<file path="src/sv/spq_pkg.sv">
// ----------------------------------------------------------------------------
// Stable priority queue package
// Shared codes, widths and control types of the priority queue.
// ----------------------------------------------------------------------------
package spq_pkg;

	localparam int unsigned FIELD_VALUE_W = 16;
	localparam int unsigned PRIO_W        = 3;
	localparam int unsigned OCC_W         = 5;

	localparam logic FUNC_ENQ = 1'b0;
	localparam logic FUNC_DEQ = 1'b1;

	typedef enum logic [1:0] {
		ST_OK    = 2'd0,
		ST_EMPTY = 2'd1,
		ST_FULL  = 2'd2
	} status_t;

	// Per-cycle command broadcast to every cell of the chain.
	typedef struct packed {
		logic enq;
		logic deq;
	} cell_ctrl_t;

endpackage

</file>
<file path="src/sv/spq_cell.sv">
// ----------------------------------------------------------------------------
// Priority queue cell
// One slot of the sorted chain: holds an entry, keeps it, takes the new
// entry, or takes its neighbor's entry on insert and remove.
// ----------------------------------------------------------------------------
module spq_cell import spq_pkg::*; #(
	parameter int unsigned VW = 16
) (
	input  logic              clk,
	input  logic              arst_n,
	input  cell_ctrl_t        ctrl,
	input  logic [VW-1:0]     new_value,
	input  logic [PRIO_W-1:0] new_prio,
	input  logic              prev_keep,
	input  logic              prev_valid,
	input  logic [VW-1:0]     prev_value,
	input  logic [PRIO_W-1:0] prev_prio,
	input  logic              next_valid,
	input  logic [VW-1:0]     next_value,
	input  logic [PRIO_W-1:0] next_prio,
	output logic              keep,
	output logic              valid,
	output logic [VW-1:0]     value,
	output logic [PRIO_W-1:0] prio
);

	logic              valid_q;
	logic [VW-1:0]     value_q;
	logic [PRIO_W-1:0] prio_q;

	// Stay in place when this entry ranks at or above the newcomer.
	assign keep  = valid_q && (prio_q >= new_prio);
	assign valid = valid_q;
	assign value = value_q;
	assign prio  = prio_q;

	always_ff @(posedge clk or negedge arst_n) begin
		if (!arst_n) begin
			valid_q <= 1'b0;
		end else if (ctrl.enq && !keep) begin
			valid_q <= prev_keep ? 1'b1 : prev_valid;
		end else if (ctrl.deq) begin
			valid_q <= next_valid;
		end
	end

	always_ff @(posedge clk) begin
		if (ctrl.enq && !keep) begin
			value_q <= prev_keep ? new_value : prev_value;
			prio_q  <= prev_keep ? new_prio : prev_prio;
		end else if (ctrl.deq) begin
			value_q <= next_value;
			prio_q  <= next_prio;
		end
	end

endmodule

</file>
<file path="src/sv/stable_priority_queue.sv">
// ----------------------------------------------------------------------------
// Stable priority queue
// Bounded priority queue kept sorted in a chain of cells, highest first.
// ----------------------------------------------------------------------------
// The queue holds up to QUEUE_DEPTH entries in a row of cells, cell 0 being
// the head. Every cell compares its own priority with the incoming one at the
// same time, so an enqueue finds its place and shifts the lower entries one
// cell down in the same cycle, and a dequeue pulls the whole row one cell up.
// Entries of equal priority keep their arrival order. Each input transaction
// gives exactly one output transaction, registered, in the cycle after it is
// taken. The queue takes one transaction per clock; it only waits when the
// output register still holds a result that the sink has not taken, since
// s_tready follows m_tready through that single output register. An enqueue
// on a full queue is dropped with status full; a dequeue on an empty queue
// returns status empty with zero value and priority. Values are kept at
// VALUE_BITS bits (at most the 16 bits of the field) and returned
// zero-extended.
// ----------------------------------------------------------------------------
module stable_priority_queue import spq_pkg::*; #(
	parameter int unsigned QUEUE_DEPTH = 16,
	parameter int unsigned VALUE_BITS  = 16
) (
	input  logic        clk,
	input  logic        arst_n,
	input  logic        s_tvalid,
	output logic        s_tready,
	input  logic [23:0] s_tdata,   // [15:0] value_in, [18:16] priority_in, [23:19] zero
	input  logic [0:0]  s_tuser,   // [0] func
	output logic        m_tvalid,
	input  logic        m_tready,
	output logic [23:0] m_tdata,   // [15:0] value_out, [18:16] priority_out, [23:19] occupancy
	output logic [2:0]  m_tuser    // [0] out_valid, [2:1] status
);

	// Stored value width: the field never carries more than 16 bits.
	localparam int unsigned VW = (VALUE_BITS < FIELD_VALUE_W) ? VALUE_BITS : FIELD_VALUE_W;
	localparam int unsigned CW = $clog2(QUEUE_DEPTH + 1);

	// Unpack the input transaction.
	logic              in_func;
	logic [VW-1:0]     in_value;
	logic [PRIO_W-1:0] in_prio;

	assign in_func  = s_tuser[0];
	assign in_value = s_tdata[VW-1:0];
	assign in_prio  = s_tdata[FIELD_VALUE_W +: PRIO_W];

	// Output register, parts the source from the sink.
	logic                     m_valid_q;
	logic [FIELD_VALUE_W-1:0] m_value_q;
	logic [PRIO_W-1:0]        m_prio_q;
	logic                     m_hit_q;
	status_t                  m_status_q;
	logic [OCC_W-1:0]         m_occ_q;

	logic accept;

	assign s_tready = !m_valid_q || m_tready;
	assign accept   = s_tvalid && s_tready;

	// Entry count and its decisions.
	logic [CW-1:0] count_q;
	logic [CW-1:0] count_d;
	logic          full;
	logic          empty;

	assign full  = (count_q == CW'(QUEUE_DEPTH));
	assign empty = (count_q == '0);

	cell_ctrl_t ctrl;

	assign ctrl.enq = accept && (in_func == FUNC_ENQ) && !full;
	assign ctrl.deq = accept && (in_func == FUNC_DEQ) && !empty;

	always_comb begin
		count_d = count_q;
		if (ctrl.enq) begin
			count_d = count_q + CW'(1);
		end else if (ctrl.deq) begin
			count_d = count_q - CW'(1);
		end
	end

	always_ff @(posedge clk or negedge arst_n) begin
		if (!arst_n) begin
			count_q <= '0;
		end else begin
			count_q <= count_d;
		end
	end

	// Chain of cells; cell 0 is the head of the queue.
	logic              c_keep  [QUEUE_DEPTH];
	logic              c_valid [QUEUE_DEPTH];
	logic [VW-1:0]     c_value [QUEUE_DEPTH];
	logic [PRIO_W-1:0] c_prio  [QUEUE_DEPTH];

	for (genvar i = 0; i < QUEUE_DEPTH; i++) begin : g_cell
		logic              up_keep;
		logic              up_valid;
		logic [VW-1:0]     up_value;
		logic [PRIO_W-1:0] up_prio;
		logic              dn_valid;
		logic [VW-1:0]     dn_value;
		logic [PRIO_W-1:0] dn_prio;

		// The head has nothing above it that could stay ahead of the newcomer.
		if (i == 0) begin : g_head
			assign up_keep  = 1'b1;
			assign up_valid = 1'b0;
			assign up_value = '0;
			assign up_prio  = '0;
		end else begin : g_body
			assign up_keep  = c_keep[i-1];
			assign up_valid = c_valid[i-1];
			assign up_value = c_value[i-1];
			assign up_prio  = c_prio[i-1];
		end

		// The tail pulls in an empty slot on dequeue.
		if (i == QUEUE_DEPTH - 1) begin : g_tail
			assign dn_valid = 1'b0;
			assign dn_value = '0;
			assign dn_prio  = '0;
		end else begin : g_link
			assign dn_valid = c_valid[i+1];
			assign dn_value = c_value[i+1];
			assign dn_prio  = c_prio[i+1];
		end

		spq_cell #(
			.VW(VW)
		) u_cell (
			.clk       (clk),
			.arst_n    (arst_n),
			.ctrl      (ctrl),
			.new_value (in_value),
			.new_prio  (in_prio),
			.prev_keep (up_keep),
			.prev_valid(up_valid),
			.prev_value(up_value),
			.prev_prio (up_prio),
			.next_valid(dn_valid),
			.next_value(dn_value),
			.next_prio (dn_prio),
			.keep      (c_keep[i]),
			.valid     (c_valid[i]),
			.value     (c_value[i]),
			.prio      (c_prio[i])
		);
	end

	// Build the result of the accepted transaction.
	logic [31:0] occ_wide;

	assign occ_wide = 32'(count_d);

	always_ff @(posedge clk or negedge arst_n) begin
		if (!arst_n) begin
			m_valid_q <= 1'b0;
		end else if (accept) begin
			m_valid_q <= 1'b1;
		end else if (m_tready) begin
			m_valid_q <= 1'b0;
		end
	end

	always_ff @(posedge clk) begin
		if (accept) begin
			m_value_q  <= '0;
			m_prio_q   <= '0;
			m_hit_q    <= 1'b0;
			m_status_q <= ST_OK;
			m_occ_q    <= occ_wide[OCC_W-1:0];
			if (in_func == FUNC_ENQ) begin
				// Drop the entry when every slot is taken.
				if (full) begin
					m_status_q <= ST_FULL;
				end
			end else if (empty) begin
				m_status_q <= ST_EMPTY;
			end else begin
				// Return the head entry as it stands before the shift.
				m_value_q <= FIELD_VALUE_W'(c_value[0]);
				m_prio_q  <= c_prio[0];
				m_hit_q   <= 1'b1;
			end
		end
	end

	assign m_tvalid = m_valid_q;
	assign m_tdata  = {m_occ_q, m_prio_q, m_value_q};
	assign m_tuser  = {m_status_q, m_hit_q};

endmodule

</file>
<file path="config.mk">
export PLATFORM = sky130hd
export DESIGN_NAME = stable_priority_queue
export DESIGN_NICKNAME = d
export VERILOG_FILES = /design/src/sv/spq_pkg.sv /design/src/sv/spq_cell.sv /design/src/sv/stable_priority_queue.sv
export SDC_FILE = /design/constraint.sdc
export NUM_CORES = 1
export LEC_CHECK = 0
export ABC_AREA = 1
export BUFFER_PORTS_ARGS = -buffer_cell sky130_fd_sc_hd__buf_2
export CORE_MARGIN = 2
export CORE_UTILIZATION = 64
export DETAILED_ROUTE_END_ITERATION = 10
export PLACE_DENSITY_LB_ADDON = 0.08
export SYNTH_ARGS = -nofsm -noshare
export SYNTH_HDL_FRONTEND = slang
export SYNTH_HIERARCHICAL = 1
export SYNTH_SLANG_ARGS = --single-unit
</file>
<file path="constraint.sdc">
create_clock -name clk -period 4 [get_ports clk]
set_input_delay 0.8 -clock clk [delete_from_list [all_inputs] [get_ports clk]]
set_output_delay 0.8 -clock clk [all_outputs]
set_load 0.01 [all_outputs]
</file>
# Word-level counts from Yosys, hierarchy flattened
# Index checks and enable logic that the tools add are counted.
totals:
  reg_bits: 353
  in_bits: 29
  out_inout_bits: 29
classes:
  add_sub_neg: 2
  n_lt_le_gt_ge: 16
  eq_ne: 1
  n_mux: 149
  bitwise: 1
  n_reduce_logical: 76
ops:
  columns: ["op", "n"]
  rows:
  - ["16-bit 2-to-1 mux", 47]
  - ["3-bit 2-to-1 mux", 47]
  - ["1-bit 2-to-1 mux", 51]
  - ["3-bit >= comparator", 16]
  - ["1-bit logical AND", 37]
  - ["2-bit nonzero test", 17]
  - ["1-bit logical NOT", 19]
  - ["5-bit 2-to-1 mux", 2]
  - ["5-bit by 1-bit adder with 5-bit output (second input constant)", 1]
  - ["5-bit == test (second input constant)", 1]
  - ["5-bit logical NOT", 1]
  - ["5-bit by 1-bit subtractor with 5-bit output (second input constant)", 1]
  - ["2-bit 2-to-1 mux", 2]
  - ["2-bit OR reduction", 1]
  - ["1-bit logical OR", 1]
  - ["1-bit NOT", 1]

# Depth between registers and ports, before layout
depth:
  depth_word: 7
  mapped_depth: 14

# Hierarchy
# The synthesis kept the hierarchy.
modules_own_cells:
  columns: ["mod", "n_inst", "cells_each", "area_each_um2"]
  rows:
  - ["spq_cell (g_cell[1].u_cell ...)", 9, 111, 1233.7]
  - ["spq_cell (g_cell[0].u_cell ...)", 7, 111, 1228.7]
  - ["stable_priority_queue", 1, 136, 1453.9]

# Worst setup path after synthesis
# No wires, ideal clock.
synth_path:
  path_type: "input to register"
  startpoint: "in m_tready"
  endpoint: "reg g_cell[0].u_cell.prio_q[0], enable pin"
  setup_ns: 0.376
  arrival_time_ns: 3.047
  required_ns: 3.624
  setup_slack_ns: 0.577
  cell_stages: 7
  cell_sequence: "inv_1 a21oi_4 nand3_4 inv_2 nand2_4 buf_12 nand2_1"
synth_lines:
  columns: ["item", "line_no", "source"]
  rows:
  - ["start: declaration", "stable_priority_queue.sv:30", "input logic m_tready,"]
  - ["end signal: assignment", "spq_cell.sv:50", "prio_q <= prev_keep ? new_prio : prev_prio;"]
  - ["end signal: assignment", "spq_cell.sv:53", "prio_q <= next_prio;"]
  - ["end: declaration", "spq_cell.sv:29", "logic [PRIO_W-1:0] prio_q;"]

==> impl_metrics.csv <==
group,metric,value,unit
worst_setup_path,cp_data_required_time,4.19,ns
sta,period_minus_slack,2.90,ns
pwr,comb_power_share,31.6,%
clock_tree,ctsRootBufferMaster,"clkbuf_16",
sta,drv_slew,0,
global_routing,grt_overflow_total,0,
finish,nNetsFinal,2052,
placed_design,dp_hpwl,30.9,mm
placed_design,port_buffers,52,
global_routing,grt_max_degree,42,
pwr,pwr-share-seq,41.8,%
pwr,switchingPower,4.54,mW
drt,drc_errors,0,
drt,viasPerCell,5.66,
sta,worst_pin_slew,0.931,ns
worst_setup_path,ff2ff_setup_slack,1.10,ns
global_routing,grt_pass1_wl,73.1,mm
clock_tree,h-tree-depth,2,
clock_tree,ctsHoldBuffers,0,
clock_tree,clk_pin_slew,0.06,ns
drt,drtIter0Drc,811,
clock_tree,clockBufferDepth,3,
finish,fin_util,69.0,%
sta,rsz0062_at_grt,"false",
pwr,p_per_area,590,nW/um^2
die,die_w,186,um
sta,max_freq,345,MHz
worst_setup_path,critical_path_class,"register to register",
drt,post_drt_wl_per_cell,18.2,um
clock_tree,cts_tree,"yes",
die,fp.dieH,186,um
worst_setup_path,r2r-start,"count_q[0]$_DFF_PN0_",
die,dieArea,34500,um^2
drt,dr.pass1.iters,5,
worst_setup_path,startpoint_type,"register",
sta,slew_headroom,37.8,%
die,core,32500,um^2
worst_setup_path,crit_path_start,"count_q[0]$_DFF_PN0_",
pwr,p_leak,9.42,nW
clock_tree,cts_made_buffers,39,
synthesis,synthCells,1911,
placed_design,dp_cells,2374,
finish,layout.cells.non_filler,2442,
die,start_util,65.0,%
worst_setup_path,critPathArrivalTime,3.09,ns
worst_hold_path,hold_class,"input port to asynchronous set/reset pin",
die,ios,58,
finish,final_area,22400,um^2
drt,wl,44.4,mm
drt,drtAntennaViolNets,0,
synthesis,ys_warn_count,6,
placed_design,placed_cell_area,21200,um^2
pwr,p_int,8.69,mW
worst_setup_path,crit_path_end_kind,"register",
clock_tree,postCtsSetupRepairBufs,0,
pwr,ir_worst_vdd,0.381,mV
clock_tree,cts.sinks,353,
global_routing,grt_pass1_vias,14000,
worst_setup_path,cp-endpoint,"g_cell[12].u_cell/value[13]$_DFFE_PP_",
finish,drive_gt1_share,24.7,%
synthesis,syn_area_per_cell,11.1,um^2
flow_run,drv_cap,0,
sta,final-setup-viol-count,0,
synthesis,synth_area,21200,um^2
placed_design,place_congestion,0.818,
status,status,"finished, final reports clean",
worst_setup_path,r2r_cells,9,
sta,finalClockSkew,0.0117,ns
sta,finalSetupTns,0,ns
global_routing,antenna_found_initial,5,
clock_tree,insertion_delay,0.53,ns
finish,antenna_cells,0,
sta,fin_crit_sh,72.4,%
global_routing,track_usage,26.7,%
sta,hold_violations,0,
worst_setup_path,r2r_end,"g_cell[12].u_cell/value[13]$_DFFE_PP_",
worst_setup_path,cp_max_fo,41,
drt,routed-via-count,13800,
die,rows,66,
pwr,power_frac_clock,26.6,%
finish,nFillCells,2544,
pwr,netSwitchingFraction,34.3,%
clock_tree,cts-resized-gates,0,
finish,syn2layout_area_growth,6.12,%
## power groups by stage
stage / registers (mW) / clock network [mW] / logic [mW]
2_1_floorplan: 5.43 / 0 / 3.59
3_3_place_gp: 5.58 / 0 / 4.04
3_5_place_dp: 5.59 / 0 / 4.16
4_1_cts: 5.52 / 3.59 / 4.19
5_1_grt: 5.61 / 3.74 / 4.64
6_report: 5.53 / 3.52 / 4.18
## worst min-delay path by stage
stage / to / cells after the start / startpoint / slack, ns
final: g_cell[14].u_cell/valid$_DFFE_PN0P_ / 1 / arst_n / 0.25
after global routing: g_cell[14].u_cell/valid$_DFFE_PN0P_ / 1 / arst_n / 0.28
after CTS: g_cell[15].u_cell/valid$_DFFE_PN0P_ / 1 / arst_n / 0.27
after detailed placement: g_cell[14].u_cell/value[1]$_DFFE_PP_ / 2 / g_cell[15].u_cell/value[1]$_DFFE_PP_ / 0.52
after global placement: g_cell[14].u_cell/value[6]$_DFFE_PP_ / 2 / g_cell[15].u_cell/value[6]$_DFFE_PP_ / 0.51
after floorplan: count_q[0]$_DFF_PN0_ / 0 / arst_n / 0.50
## through the flow
step,power [mW],worst slack [ns],hold WS (ns)
6_report,13.2,1.10,0.249
5_1_grt,14.0,0.917,0.285
4_1_cts,13.3,1.09,0.267
3_5_place_dp,9.75,0.835,0.516
3_3_place_gp,9.62,0.878,0.507
2_1_floorplan,9.02,0.577,0.501
## sequential cells by signal, indices dropped and copies added, names as in the netlist
register,cells
m_prio_q,3
m_hit_q,1
m_value_q,16
count_q,5
g_cell.u_cell/prio,48
m_occ_q,5
m_status_q,2
g_cell.u_cell/valid,16
m_tvalid,1
g_cell.u_cell/value,256
## cells in the final DEF (no fill, tap or decap), types with 5 or more instances in the layout
cell,count
nand2_2,17
clkinv_2,5
nand2_1,503
nor2_1,39
nand3_1,39
edfxtp_1,331
o21ai_0,33
o21ai_2,304
ha_1,50
buf_2,52
buf_4,44
inv_1,131
clkbuf_1,8
clkinv_1,16
conb_1,41
a21oi_1,16
mux2i_1,272
dfrtp_1,22
clkbuf_16,41
nand2_4,16
## critical path, cell delays in order, from the launching register on
cell and delay [ns]:
dfrtp_1 0.41, inv_1 0.09, ha_1 0.27, nand3_2 0.14
nand3_4 0.10, inv_2 0.41, buf_12 0.27, nand2_4 0.33
nand2_1 0.18, buf_4 0.31
## final cells by class
class,instances,area [um^2],share of cell area (%)
repair buffers,97,611,2.72
inverters,140,526,2.34
well taps,442,553,2.46
clock buffers,51,1080,4.83
flip-flops and latches,353,10500,46.7
multi-input cells,1342,9040,40.3
clock inverters,17,149,0.663
## layer usage
metal | routed length, um | GRT usage, %
met1 | 21100 | 39.0
met2 | 19900 | 41.7
met3 | 2670 | 5.30
met4 | 721 | 5.51
met5 | 38 | 0
Note: power is estimated with default switching activity, not from simulation.
